## config.mk

```make
export PLATFORM = sky130hd
export DESIGN_NAME = follow_leader_segment_chain_unit
export DESIGN_NICKNAME = d
export VERILOG_FILES = /design/src/hdl/flc_pkg.sv /design/src/hdl/flc_cell.sv /design/src/hdl/flc_cordic.sv /design/src/hdl/follow_leader_segment_chain_unit.sv
export VERILOG_INCLUDE_DIRS = /design/src /design/src/hdl
export SDC_FILE = /design/constraint.sdc
export NUM_CORES = 2
export LEC_CHECK = 0
export BUFFER_PORTS_ARGS = -buffer_cell sky130_fd_sc_hd__clkbuf_2
export CORE_AREA = 2 2 296 517
export CTS_CLUSTER_DIAMETER = 80
export DETAILED_ROUTE_END_ITERATION = 8
export DIE_AREA = 0 0 298 519
export GPL_TIMING_DRIVEN = 0
export SYNTH_ARGS = -nofsm -noshare
export SYNTH_HDL_FRONTEND = slang
export SYNTH_SLANG_ARGS = --single-unit
```

## constraint.sdc

```tcl
create_clock -name clk -period 15.4 [get_ports clk]
set_input_delay 1.54 -clock clk [delete_from_list [all_inputs] [get_ports clk]]
set_output_delay 1.54 -clock clk [all_outputs]
set_load 0.05 [all_outputs]
```

## src/hdl/assert_macros.svh

```systemverilog
// assertion macros shared by the chain unit rtl
// expects clk and arst_n in the scope of each use
`ifndef ASSERT_MACROS_SVH
`define ASSERT_MACROS_SVH
`ifndef ASSERT_OFF
`define FLC_ASSERT(lbl, prop, msg) \
	lbl: assert property (@(posedge clk) disable iff (!arst_n) (prop)) else $error(msg);
`define FLC_ASSERT_IMP(lbl, ante, cons, msg) \
	lbl: assert property (@(posedge clk) disable iff (!arst_n) (ante) |-> (cons)) else $error(msg);
`define FLC_ASSERT_NXT(lbl, ante, cons, msg) \
	lbl: assert property (@(posedge clk) disable iff (!arst_n) (ante) |=> (cons)) else $error(msg);
`else
`define FLC_ASSERT(lbl, prop, msg)
`define FLC_ASSERT_IMP(lbl, ante, cons, msg)
`define FLC_ASSERT_NXT(lbl, ante, cons, msg)
`endif
`endif

```

## src/hdl/flc_pkg.sv

```systemverilog
// types, constants and helper functions of the segment chain unit
// no dependencies
`default_nettype none
package flc_pkg;
	localparam int SEGMENTS     = 8;
	localparam int SEG_W        = $clog2(SEGMENTS);
	localparam int CORDIC_STEPS = 16;
	localparam int TAB_LEN      = 24;
	localparam int ITERS        = (CORDIC_STEPS < TAB_LEN) ? CORDIC_STEPS : TAB_LEN;
	localparam int IT_W         = $clog2(TAB_LEN);
	localparam int CW           = 40;
	localparam int VEC_SHIFT    = 20;
	localparam int FRAC_SHIFT   = 24;
	localparam int SW           = CW + 2;
	localparam logic [23:0] KINV_FIX = 24'd10188014;
	localparam logic [15:0] HEAD_PI  = 16'h8000;

	localparam logic [1:0] REG_HEAD = 2'd0;
	localparam logic [1:0] REG_BODY = 2'd1;
	localparam logic [1:0] REG_TAIL = 2'd2;

	typedef struct packed {
		logic              op;
		logic signed [15:0] target_x;
		logic signed [15:0] target_y;
	} tgt_t;

	typedef struct packed {
		logic [2:0]         segment_index;
		logic signed [15:0] start_x;
		logic signed [15:0] start_y;
		logic signed [15:0] end_x;
		logic signed [15:0] end_y;
		logic [15:0]        heading;
		logic               moved;
		logic               last;
	} seg_t;

	// stored state of one segment
	typedef struct packed {
		logic signed [15:0] sx;
		logic signed [15:0] sy;
		logic signed [15:0] ex;
		logic signed [15:0] ey;
		logic [15:0]        hd;
	} segst_t;

	function automatic logic [31:0] atan_turn(input logic [IT_W-1:0] idx);
		logic [31:0] r;
		case (idx)
			5'd0: r = 32'h20000000;  5'd1: r = 32'h12E4051E;  5'd2: r = 32'h09FB385B;
			5'd3: r = 32'h051111D4;  5'd4: r = 32'h028B0D43;  5'd5: r = 32'h0145D7E1;
			5'd6: r = 32'h00A2F61E;  5'd7: r = 32'h00517C55;  5'd8: r = 32'h0028BE53;
			5'd9: r = 32'h00145F2F;  5'd10: r = 32'h000A2F98; 5'd11: r = 32'h000517CC;
			5'd12: r = 32'h00028BE6; 5'd13: r = 32'h000145F3; 5'd14: r = 32'h0000A2FA;
			5'd15: r = 32'h0000517D; 5'd16: r = 32'h000028BE; 5'd17: r = 32'h0000145F;
			5'd18: r = 32'h00000A30; 5'd19: r = 32'h00000518; 5'd20: r = 32'h0000028C;
			5'd21: r = 32'h00000146; 5'd22: r = 32'h000000A3; 5'd23: r = 32'h00000051;
			default: r = 32'h0;
		endcase
		return r;
	endfunction

	function automatic logic signed [15:0] sat16(input logic signed [23:0] v);
		logic signed [15:0] r;
		if (v > 24'sd32767) r = 16'sh7FFF;
		else if (v < -24'sd32768) r = 16'sh8000;
		else r = v[15:0];
		return r;
	endfunction
endpackage
`default_nettype wire

```

## src/hdl/flc_cell.sv

```systemverilog
// one link of the segment chain: holds a segment, takes its neighbor's on shift
// uses flc_pkg
`default_nettype none
module flc_cell import flc_pkg::*; (
	input  wire logic   clk,
	input  wire logic   arst_n,
	input  wire logic   shift,
	input  wire segst_t d,
	output segst_t      q
);
	segst_t seg_q;

	always_ff @(posedge clk or negedge arst_n) begin
		if (!arst_n) begin
			seg_q <= '0;
		end else if (shift) begin
			seg_q <= d;
		end
	end

	assign q = seg_q;
endmodule
`default_nettype wire

```

## src/hdl/flc_cordic.sv

```systemverilog
// iterative cordic: vectoring for the heading (skipped for a zero vector), then rotation for the offset
// uses flc_pkg and assert_macros.svh
`default_nettype none
`include "assert_macros.svh"
module flc_cordic import flc_pkg::*; (
	input  wire logic               clk,
	input  wire logic               arst_n,
	input  wire logic               start,
	input  wire logic signed [16:0] dx,
	input  wire logic signed [16:0] dy,
	input  wire logic [7:0]         len,
	output logic                    done,
	output logic [15:0]             heading,
	output logic signed [CW-1:0]    ox,
	output logic signed [CW-1:0]    oy
);
	localparam logic [2:0] C_IDLE  = 3'd0;
	localparam logic [2:0] C_VEC   = 3'd1;
	localparam logic [2:0] C_RINIT = 3'd2;
	localparam logic [2:0] C_ROT   = 3'd3;
	localparam logic [2:0] C_DONE  = 3'd4;
	localparam logic [IT_W-1:0] I_LAST = IT_W'(ITERS - 1);

	logic [2:0]              st_q;
	logic [IT_W-1:0]         i_q;
	logic signed [CW-1:0]    x_q, y_q;
	logic [31:0]             z_q;
	logic signed [33:0]      a_q;
	logic [15:0]             hd_q;
	logic [7:0]              len_q;

	logic signed [CW-1:0]    xs, ys, vx, vy, rx;
	logic [31:0]             at, zn, zr;
	logic signed [33:0]      a0;

	always_comb begin
		xs = x_q >>> i_q;
		ys = y_q >>> i_q;
		at = atan_turn(i_q);
		zn = (y_q > 0) ? z_q + at : z_q - at;
		zr = zn + 32'h80008000;
		vx = {{(CW-17-VEC_SHIFT){dx[16]}}, dx, {VEC_SHIFT{1'b0}}};
		vy = {{(CW-17-VEC_SHIFT){dy[16]}}, dy, {VEC_SHIFT{1'b0}}};
		rx = $signed(CW'(len_q * KINV_FIX));
		a0 = {{2{hd_q[15]}}, hd_q, 16'h0000};
	end

	always_ff @(posedge clk or negedge arst_n) begin
		if (!arst_n) begin
			st_q <= C_IDLE;
			i_q  <= '0;
		end else begin
			case (st_q)
				C_IDLE: begin
					if (start) begin
						len_q <= len;
						i_q   <= '0;
						if (dx == 17'sd0 && dy == 17'sd0) begin
							hd_q <= HEAD_PI;
							st_q <= C_RINIT;
						end else begin
							// fold left half plane onto the right
							if (vx < 0) begin
								x_q <= -vx;
								y_q <= -vy;
								z_q <= 32'h80000000;
							end else begin
								x_q <= vx;
								y_q <= vy;
								z_q <= 32'h0;
							end
							st_q <= C_VEC;
						end
					end
				end
				C_VEC: begin
					if (y_q > 0) begin
						x_q <= x_q + ys;
						y_q <= y_q - xs;
					end else begin
						x_q <= x_q - ys;
						y_q <= y_q + xs;
					end
					z_q <= zn;
					i_q <= i_q + 1'b1;
					if (i_q == I_LAST) begin
						hd_q <= zr[31:16];
						st_q <= C_RINIT;
					end
				end
				C_RINIT: begin
					i_q <= '0;
					y_q <= '0;
					if (a0 > 34'sh040000000) begin
						a_q <= a0 - 34'sh080000000;
						x_q <= -rx;
					end else if (a0 < -34'sh040000000) begin
						a_q <= a0 + 34'sh080000000;
						x_q <= -rx;
					end else begin
						a_q <= a0;
						x_q <= rx;
					end
					st_q <= C_ROT;
				end
				C_ROT: begin
					if (a_q >= 0) begin
						x_q <= x_q - ys;
						y_q <= y_q + xs;
						a_q <= a_q - $signed({2'b00, at});
					end else begin
						x_q <= x_q + ys;
						y_q <= y_q - xs;
						a_q <= a_q + $signed({2'b00, at});
					end
					i_q <= i_q + 1'b1;
					if (i_q == I_LAST) begin
						st_q <= C_DONE;
					end
				end
				C_DONE: begin
					st_q <= C_IDLE;
				end
				default: begin
					st_q <= C_IDLE;
				end
			endcase
		end
	end

	assign done    = (st_q == C_DONE);
	assign heading = hd_q;
	assign ox      = x_q;
	assign oy      = y_q;

	`FLC_ASSERT_IMP(a_iter_range, st_q == C_VEC || st_q == C_ROT, i_q <= I_LAST, "cordic step out of range")
	`FLC_ASSERT_NXT(a_done_pulse, st_q == C_DONE, st_q == C_IDLE, "done held too long")
	`FLC_ASSERT_NXT(a_vec_to_rot, st_q == C_VEC && i_q == I_LAST, st_q == C_RINIT, "vectoring did not hand over")
endmodule
`default_nettype wire

```

## src/hdl/follow_leader_segment_chain_unit.sv

```systemverilog
// top level of the follow-the-leader segment chain: control, config, cell row
// uses flc_pkg, flc_cell, flc_cordic and assert_macros.svh
//
// channel  dir  handshake              beat
// tgt      in   tgt_valid/tgt_ready    one target point with op
// seg      out  seg_valid/seg_ready    one segment result, SEGMENTS per target
// cfg      in   cfg_we                 one length register write
//
// a follow that moves runs the shared cordic (vectoring then rotation) once
// per segment; place and unmoved follow skip the cordic and go from load
// straight to emit
// segments sit in a row of cells and rotate past the front once per target
// a stalled seg beat holds the current segment; tgt_ready is low while busy
// reset clears all segments to zero and loads the default lengths
`default_nettype none
`include "assert_macros.svh"
module follow_leader_segment_chain_unit import flc_pkg::*; (
	input  wire logic       clk,
	input  wire logic       arst_n,
	input  wire logic       tgt_valid,
	output logic            tgt_ready,
	input  wire tgt_t       tgt,
	output logic            seg_valid,
	input  wire logic       seg_ready,
	output seg_t            seg,
	input  wire logic       cfg_we,
	input  wire logic [1:0] cfg_index,
	input  wire logic [7:0] cfg_data
);
	localparam logic [2:0] S_IDLE = 3'd0;
	localparam logic [2:0] S_LOAD = 3'd1;
	localparam logic [2:0] S_CALC = 3'd2;
	localparam logic [2:0] S_FIN  = 3'd3;
	localparam logic [2:0] S_EMIT = 3'd4;
	localparam logic [SEG_W-1:0] SEG_LAST = SEG_W'(SEGMENTS - 1);

	logic [2:0]         st_q;
	logic [SEG_W-1:0]   idx_q;
	logic               op_q, moved_q;
	logic signed [15:0] lx_q, ly_q;
	logic [7:0]         head_q, body_q, tail_q;
	segst_t             new_q;
	logic               out_v_q;
	seg_t               out_q;

	segst_t             chain [SEGMENTS];
	segst_t             front;
	logic               shift, emit, cstart, cdone;
	logic [7:0]         len;
	logic [15:0]        chd;
	logic signed [CW-1:0] cox, coy;
	logic signed [16:0] dx, dy;

	// row of cells, front is cell 0, written-back segment enters at the tail
	genvar k;
	generate
		for (k = 0; k < SEGMENTS; k++) begin : g_cell
			if (k == SEGMENTS - 1) begin : g_tail
				flc_cell u_cell (.clk(clk), .arst_n(arst_n), .shift(shift),
					.d(new_q), .q(chain[k]));
			end else begin : g_mid
				flc_cell u_cell (.clk(clk), .arst_n(arst_n), .shift(shift),
					.d(chain[k+1]), .q(chain[k]));
			end
		end
	endgenerate

	assign front = chain[0];

	// length of the segment at the front
	always_comb begin
		if (idx_q == '0) len = head_q;
		else if (idx_q == SEG_LAST) len = tail_q;
		else len = body_q;
	end

	assign dx     = 17'(lx_q) - 17'(front.ex);
	assign dy     = 17'(ly_q) - 17'(front.ey);
	assign cstart = (st_q == S_LOAD) && op_q && moved_q;

	flc_cordic u_cordic (
		.clk(clk), .arst_n(arst_n), .start(cstart), .dx(dx), .dy(dy), .len(len),
		.done(cdone), .heading(chd), .ox(cox), .oy(coy)
	);

	// leader shifted to 24 fraction bits plus offset, then truncate toward zero
	function automatic logic signed [15:0] end_coord(input logic signed [15:0] l,
		input logic signed [CW-1:0] o);
		logic signed [SW-1:0] s, t;
		s = {{(SW-16-FRAC_SHIFT){l[15]}}, l, {FRAC_SHIFT{1'b0}}} + SW'(o);
		t = s + (s[SW-1] ? SW'({FRAC_SHIFT{1'b1}}) : SW'(0));
		return sat16(24'($signed(t[SW-1:FRAC_SHIFT])));
	endfunction

	assign emit      = (st_q == S_EMIT) && (!out_v_q || seg_ready);
	assign shift     = emit;
	assign tgt_ready = (st_q == S_IDLE);

	always_ff @(posedge clk or negedge arst_n) begin
		if (!arst_n) begin
			head_q <= 8'd31;
			body_q <= 8'd18;
			tail_q <= 8'd23;
		end else if (cfg_we) begin
			case (cfg_index)
				REG_HEAD: head_q <= cfg_data;
				REG_BODY: body_q <= cfg_data;
				REG_TAIL: tail_q <= cfg_data;
				default: begin
				end
			endcase
		end
	end

	always_ff @(posedge clk or negedge arst_n) begin
		if (!arst_n) begin
			st_q    <= S_IDLE;
			idx_q   <= '0;
			out_v_q <= 1'b0;
		end else begin
			if (emit) begin
				out_v_q <= 1'b1;
			end else if (seg_ready) begin
				out_v_q <= 1'b0;
			end
			case (st_q)
				S_IDLE: begin
					if (tgt_valid) begin
						op_q    <= tgt.op;
						lx_q    <= tgt.target_x;
						ly_q    <= tgt.target_y;
						moved_q <= !tgt.op || tgt.target_x != front.sx
							|| tgt.target_y != front.sy;
						idx_q   <= '0;
						st_q    <= S_LOAD;
					end
				end
				S_LOAD: begin
					if (!op_q) begin
						// place: horizontal, heading zero
						new_q.sx <= lx_q;
						new_q.sy <= ly_q;
						new_q.ex <= sat16(24'(lx_q) + 24'(len));
						new_q.ey <= ly_q;
						new_q.hd <= '0;
						st_q     <= S_EMIT;
					end else if (!moved_q) begin
						new_q <= front;
						st_q  <= S_EMIT;
					end else begin
						st_q <= S_CALC;
					end
				end
				S_CALC: begin
					if (cdone) begin
						new_q.hd <= chd;
						st_q     <= S_FIN;
					end
				end
				S_FIN: begin
					new_q.sx <= lx_q;
					new_q.sy <= ly_q;
					new_q.ex <= end_coord(lx_q, cox);
					new_q.ey <= end_coord(ly_q, coy);
					st_q     <= S_EMIT;
				end
				S_EMIT: begin
					if (emit) begin
						// this segment's end leads the next one
						lx_q <= new_q.ex;
						ly_q <= new_q.ey;
						if (idx_q == SEG_LAST) begin
							idx_q <= '0;
							st_q  <= S_IDLE;
						end else begin
							idx_q <= idx_q + 1'b1;
							st_q  <= S_LOAD;
						end
					end
				end
				default: begin
					st_q <= S_IDLE;
				end
			endcase
		end
	end

	// output register, one segment beat
	always_ff @(posedge clk) begin
		if (emit) begin
			out_q.segment_index <= 3'(idx_q);
			out_q.start_x       <= new_q.sx;
			out_q.start_y       <= new_q.sy;
			out_q.end_x         <= new_q.ex;
			out_q.end_y         <= new_q.ey;
			out_q.heading       <= new_q.hd;
			out_q.moved         <= moved_q;
			out_q.last          <= (idx_q == SEG_LAST);
		end
	end

	assign seg_valid = out_v_q;
	assign seg       = out_q;

	`FLC_ASSERT_IMP(a_done_in_calc, cdone, st_q == S_CALC, "cordic finished outside calc")
	`FLC_ASSERT_IMP(a_idx_at_start, tgt_valid && tgt_ready, idx_q == '0, "chain not realigned")
	`FLC_ASSERT_NXT(a_last_to_idle, emit && idx_q == SEG_LAST, st_q == S_IDLE, "last beat left busy")
endmodule
`default_nettype wire
```

Yosys cells after proc, flatten, opt, wreduce, memory -nomap -nowiden
Memory sizes are Yosys's and may differ from the RTL's.
Index checks and enable logic that the tools add are counted.
{"block": "op_classes", "add_sub_neg": 23, "mul": 1, "n_lt_le_gt_ge": 11, "eq_ne": 23, "shifts": 2, "mux": 68, "reduce_logical": 40}
{"op": "$mux 40", "n": 12}
{"op": "$pmux 40 s4", "n": 2}
{"op": "$mux 16", "n": 14}
{"op": "$mux 80", "n": 2}
{"op": "$mux 32", "n": 4}
{"op": "$pmux 16 s2", "n": 4}
{"op": "$pmux 64 s2", "n": 1}
{"op": "$mux 34", "n": 3}
{"op": "$add 41x25->42", "n": 2}
{"op": "$add 40x40->41", "n": 2}
{"op": "$add 40x40->40", "n": 2}
{"op": "$neg 37->40", "n": 2}
{"op": "$sshr 40x5->40", "n": 2}
{"op": "$sub 40x40->40", "n": 2}
{"op": "$pmux 34 s2", "n": 1}
{"op": "$pmux 32 s2", "n": 1}
{"op": "$mux 24", "n": 2}
{"op": "$gt 40x1->1 const B", "n": 1}
{"op": "$neg 32->40", "n": 1}
{"op": "$lt 37x1->1 const B", "n": 1}
{"op": "$gt 18x16->1 const B", "n": 2}
{"op": "$lt 18x16->1 const B", "n": 2}
{"op": "$add 32x33->34 const B", "n": 1}
{"op": "$add 34x33->34", "n": 1}
{"op": "48 further kinds", "n": 101}
{"block": "totals", "register_bits": 1048, "mem_bits_ro": 960, "in_bits": 48, "out_inout_bits": 87, "memories": 1}
{"memory": "(name not given)", "words": 32, "width": 30, "read_ports": 1, "rd_ports_with_merged_regs": 0, "wr": 0, "line": "flc_pkg.sv:50", "rtl": "case (idx)"}

Depth between registers and ports, before layout
{"block": "depth", "word_depth": 9, "mapped_depth": 30, "depth_no_buf": 26}

By module
From an unflattened synthesis, not the netlist that was laid out.
{"block": "unflattened", "hier_cells": 6712, "hier_area_um2": 71478.6}
{"mod": "flc_cordic", "instances": 1, "cells_each": 3823, "area_per_inst_um2": 29344.4}
{"mod": "flc_cell", "instances": 8, "cells_each": 169, "area_per_inst_um2": 3374.5}
{"mod": "follow_leader_segment_chain_unit", "instances": 1, "cells_each": 1537, "area_per_inst_um2": 15138.3}

Least setup slack after synthesis
No wires, ideal clock.
{"block": "synth_path", "path_type": "register to register", "startpoint": "register ly_q[0]", "endpoint": "register u_cordic.x_q[0] (netlist: u_cordic.ox[0]), enable pin", "setup_ns": 0.545, "arrival_ns": 6.880, "required_ns": 14.855, "path_slack_ns": 7.975, "stages_incl_launch_ff": 18, "path_buffers": 0, "synth_period_minus_slack_ns": 7.425, "cell_sequence": "edfxtp_1 > inv_1 > ha_1 > inv_1 > fa_1 > a21o_1 > a21oi_1 > o21a_1 > o21ai_0 > a221o_1 > nand2_1 > a21oi_1 > xor2_1 > and3b_1 > ha_1 > nand2_1 > o21bai_1 > a21oi_1"}
{"block": "synth_between", "elab_chain_len": 5}
{"element": "from (decl)", "line": "follow_leader_segment_chain_unit.sv:40", "rtl": "logic signed [15:0] lx_q, ly_q;"}
{"element": "from (signal assigned)", "line": "follow_leader_segment_chain_unit.sv:131", "rtl": "ly_q <= tgt.target_y;"}
{"element": "from (signal assigned)", "line": "follow_leader_segment_chain_unit.sv:171", "rtl": "ly_q <= new_q.ey;"}
{"element": "$sub 16x16->17", "line": "follow_leader_segment_chain_unit.sv:78", "rtl": "assign dy = 17'(ly_q) - 17'(front.ey);"}
{"element": "$logic_not 17->1", "line": "flc_cordic.sv:58", "rtl": "if (dx == 17'sd0 && dy == 17'sd0) begin"}
{"element": "$logic_and 1x1->1", "line": "flc_cordic.sv:58"}
{"element": "$ne 2x2->1 (no line)"}
{"element": "$reduce_and 4->1 (no line)"}
{"element": "to (signal assigned)", "line": "flc_cordic.sv:64", "rtl": "x_q <= -vx;"}
{"element": "to (signal assigned)", "line": "flc_cordic.sv:68", "rtl": "x_q <= vx;"}
{"element": "to (signal assigned)", "line": "flc_cordic.sv:78", "rtl": "x_q <= x_q + ys;"}
{"element": "to (decl)", "line": "flc_cordic.sv:26", "rtl": "logic signed [CW-1:0] x_q, y_q;"}
Every way passes these cells.
A chain may end at the register's enable or synchronous reset.

Worst setup path after layout
{"block": "layout_path", "startpoint": "register u_cordic.i_q[1]", "endpoint": "register u_cordic.y_q[38] (netlist: u_cordic.oy[38]) (data pin)"}
{"block": "layout_between", "elab_chain_len": 4, "elab_cells_between_ends": 6}
{"element": "from (decl)", "line": "flc_cordic.sv:25", "rtl": "logic [IT_W-1:0] i_q;"}
{"element": "from (signal assigned)", "line": "flc_cordic.sv:85", "rtl": "i_q <= i_q + 1'b1;"}
{"element": "from (signal assigned)", "line": "flc_cordic.sv:116", "rtl": "i_q <= i_q + 1'b1;"}
{"element": "$sshr 40x5->40 (*)", "line": "flc_cordic.sv:37", "rtl": "xs = x_q >>> i_q;"}
{"element": "$sub 40x40->40 / $add 40x40->40 (equally long branches)"}
{"element": "$mux 40 (on tied branches)", "line": "flc_cordic.sv:107, flc_cordic.sv:77"}
{"element": "$pmux 40 s4 (*)", "line": "flc_cordic.sv:53", "rtl": "case (st_q)"}
{"element": "to (signal assigned)", "line": "flc_cordic.sv:79", "rtl": "y_q <= y_q - xs;"}
{"element": "to (signal assigned)", "line": "flc_cordic.sv:109", "rtl": "y_q <= y_q + xs;"}
{"element": "to (signal assigned)", "line": "flc_cordic.sv:113", "rtl": "y_q <= y_q - xs;"}
{"element": "to (decl)", "line": "flc_cordic.sv:26"}
Mark *: on every way between the ends. The rest lies on a longest branch, timed or not.

==> results.yml <==
cts:
  cts_setup_buffers: 0
  cts_tree: "built"
  postCtsHoldBufs: 0
  clk_path_buf_depth: 3
  clkSinkCount: 1048
  clock_latency_ns: 0.77
  htreeDepth: 3
  cts_made_buffers: 100
  cts_root_buf: "clkbuf_16"
  path_clk_slew_ns: 0.07
  ctsResizeCount: 0
sta:
  finalMaxSlewViolations: 40
  grt_setup_unrepaired: "false"
  fmax_mhz: 102
  slew-limit-headroom: -0.0369
  hold_viol_final: 0
  finClkSkew_ns: 0.0454
  tightest_slew_ns: 1.56
  setup_viol: 0
  post-route-period-util: 0.638
  period_needed_ns: 9.83
detailed_routing:
  drc: 0
  wire_per_inst_um: 25.8
  dr.pass1.iters: 6
  vias: 57600
  dr.first_iter.drc_count: 4032
  drt-total-wl_um: 262000
  vias_per_cell: 5.67
  antenna_left: 0
critical_path:
  critPathArrivalTime_ns: 10.28
  critPathKind: "reg -> reg"
  path_buf_inv: 5
  cp_max_fo: 10
  cp-end-kind: "flop"
  cp_cell_sequence: "clkbuf_1 -> buf_1 -> clkbuf_1 -> buf_1 -> mux2i_1 -> nand2_1 -> o21ai_0 -> o21ai_0 -> nor2_1 -> a211oi_2 -> nor2_1 -> ha_1 -> clkbuf_1 -> a21oi_1 -> o41ai_1 -> o31ai_1 -> a31oi_1 -> o221ai_1 -> o211ai_1 -> a2111oi_0 -> a2111oi_0 -> xnor2_1 -> o22ai_1"
  cp.required_ns: 15.85
  critPathMaxStageDelay_ns: 0.89
  start_kind: "flop"
  path_delay_family: "compound AO/OA/AOI/OAI gates"
  cpMostUsedCell: "clkbuf_1"
  cp_slowest_cell: "buf_1"
yosys:
  synthAdderAreaFrac: 0.0981
  synth_top_family_by_area: "simple AND/OR/NAND/NOR gates"
  synth_common_cells: "nand2_1 (2513), dfrtp_1 (668), nor2_1 (476)"
  syn_area_sq_mm: 0.0672
  synthXorXnorAreaFrac: 0.0465
  syn_nets: 8350
  synth-compound-area-share: 0.137
  synth_seq_area_share: 0.418
  synth_top_area_frac: 0.249
  yosysMostFrequentCell: "nand2_1"
  synth.area.mux_share: 0.0428
  synthTopCellsByArea: "dfrtp_1 (25%), edfxtp_1 (16%), nand2_1 (14%)"
  async_reset_ff_frac: 0.648
  synthSimpleGateAreaFrac: 0.217
  synth.avg_cell_area_sq_um: 8.60
  yosysTopAreaCell: "dfrtp_1"
  synth.ff_latch_count: 1048
  synth_edf_count: 369
  ys_types: 99
  dominantRegCellSynth: "dfrtp_1"
  syn_inst: 7816
  synth-warning-count: 0
global_route:
  grt-ovfl-total: 0
  first_global_vias: 58500
  grt_pass1_wl_um: 380000
  track_usage: 0.334
  antenna_found_initial: 5
  grt_max_degree: 101
place:
  dp_hpwl_um: 210000
  gp_congestion: 1.06
  port_buffers: 134
  numPlacedInstances: 9975
status:
  status: "complete, but fails checks"
  violations: "max-capacitance violations, max-slew violations"
layout:
  drive_above_1_share: 0.0640
  area_delta_synth_final_pct: 10.8
  final_cells: 10200
  layout.nets: 8606
floorplan:
  io_pins: 135
  die_area_sq_mm: 0.155
  die_h_um: 519
  die_x_um: 298
  rows: 189
  core_sq_mm: 0.151
  start_util: 0.445
run:
  drv_cap: 4
hold_path:
  hold_class: "reg -> reg"
## area by class of cell
cell class,count,area [sq um]
Antenna cell,4,10.0
Multi-Input combinational cell,6050,36500
Clock buffer,128,2810
Timing Repair Buffer,154,1120
Tap cell,2005,2510
Fill cell,14800,76400
Clock inverter,62,746
Inverter,351,1320
Sequential cell,1048,28100
Buffer,367,1410
## per-layer routing
metal	GRT usage	vias up	wire length [um]
met5	0	-	16
li1	-	27100	-
met3	0.0406	833	11600
met2	0.601	1936	133000
met1	0.332	27700	88400
met4	0.313	2	29200
## cells by family after synthesis
group	Yosys count
AND/OR/NAND/NOR	3532
AO/OA/AOI/OAI	1443
flip-flops	1048
buffers and inverters	718
adder cells (fa/ha/maj)	487
XOR/XNOR	356
multiplexers	232
## sequential cells by signal, summed over array words and instances (netlist names)
name	count
body_q	8
u_cordic.heading	16
u_cordic.a_q	34
seg	85
u_cordic.i_q	5
u_cordic.st_q	3
moved_q	1
u_cordic.z_q	32
g_cell.g_mid.u_cell.q	560
u_cordic.len_q	8
g_cell.g_tail.u_cell.q	80
op_q	1
new_q	80
seg_valid	1
idx_q	3
ly_q	16
head_q	8
tail_q	8
lx_q	16
u_cordic.oy	40
u_cordic.ox	40
st_q	3
## worst min-delay path: stages (launching register included)
cell     delay, ns
dfrtp_1       0.34
nand2_1       0.05
nand2_1       0.05
## per-stage QoR
step	cell area, sq um	setup TNS, ns	hold WS (ns)	setup slack, ns	util
6_report	74500	0	0.451	5.57	0.494
5_1_grt	74500	0	0.475	5.24	0.494
4_1_cts	74500	0	0.451	5.72	0.493
3_5_place_dp	70900	0	0.433	5.74	0.470
3_3_place_gp	70400	-3843.23	0.439	-9.75	0.466
2_1_floorplan	67200	0	0.426	7.97	-
## path summary, 6_finish.rpt
path	from	to	slack, ns	depth (start not counted)
min reg2reg	g_cell[2].g_mid.u_cell.q[46]	g_cell[1].g_mid.u_cell.q[46]	0.45	2
max	u_cordic.i_q[1]	u_cordic.oy[38]	5.57	23
min	g_cell[2].g_mid.u_cell.q[46]	g_cell[1].g_mid.u_cell.q[46]	0.45	2
max in group asynchronous	arst_n	tail_q[0]	12.58	4
min in group asynchronous	arst_n	g_cell[6].g_mid.u_cell.q[76]	0.78	1
max reg2reg	u_cordic.i_q[1]	u_cordic.oy[38]	5.57	23
## layout by cell type, fill, tap and decap left out, types with 48 or more instances in the layout
cell type and count:
fa_1 67, xor2_1 149, mux2_2 55, nand2_1 2513, a211oi_1 62, a21o_1 131
mux2i_1 138, a21oi_1 357, nor3_1 92, clkbuf_1 329, nand3_1 75, xnor2_1 206
ha_1 419, dfrtp_1 668, o21bai_1 55, clkbuf_16 105, inv_1 348, a31oi_1 48
o21ai_0 360, edfxtp_1 369, o21a_1 79, nor2b_1 64, nand2b_1 60, clkbuf_2 135
nor2_1 473
Power is not shown: default switching activity piles up to over one toggle a cycle in this logic, so the estimate is an artifact.
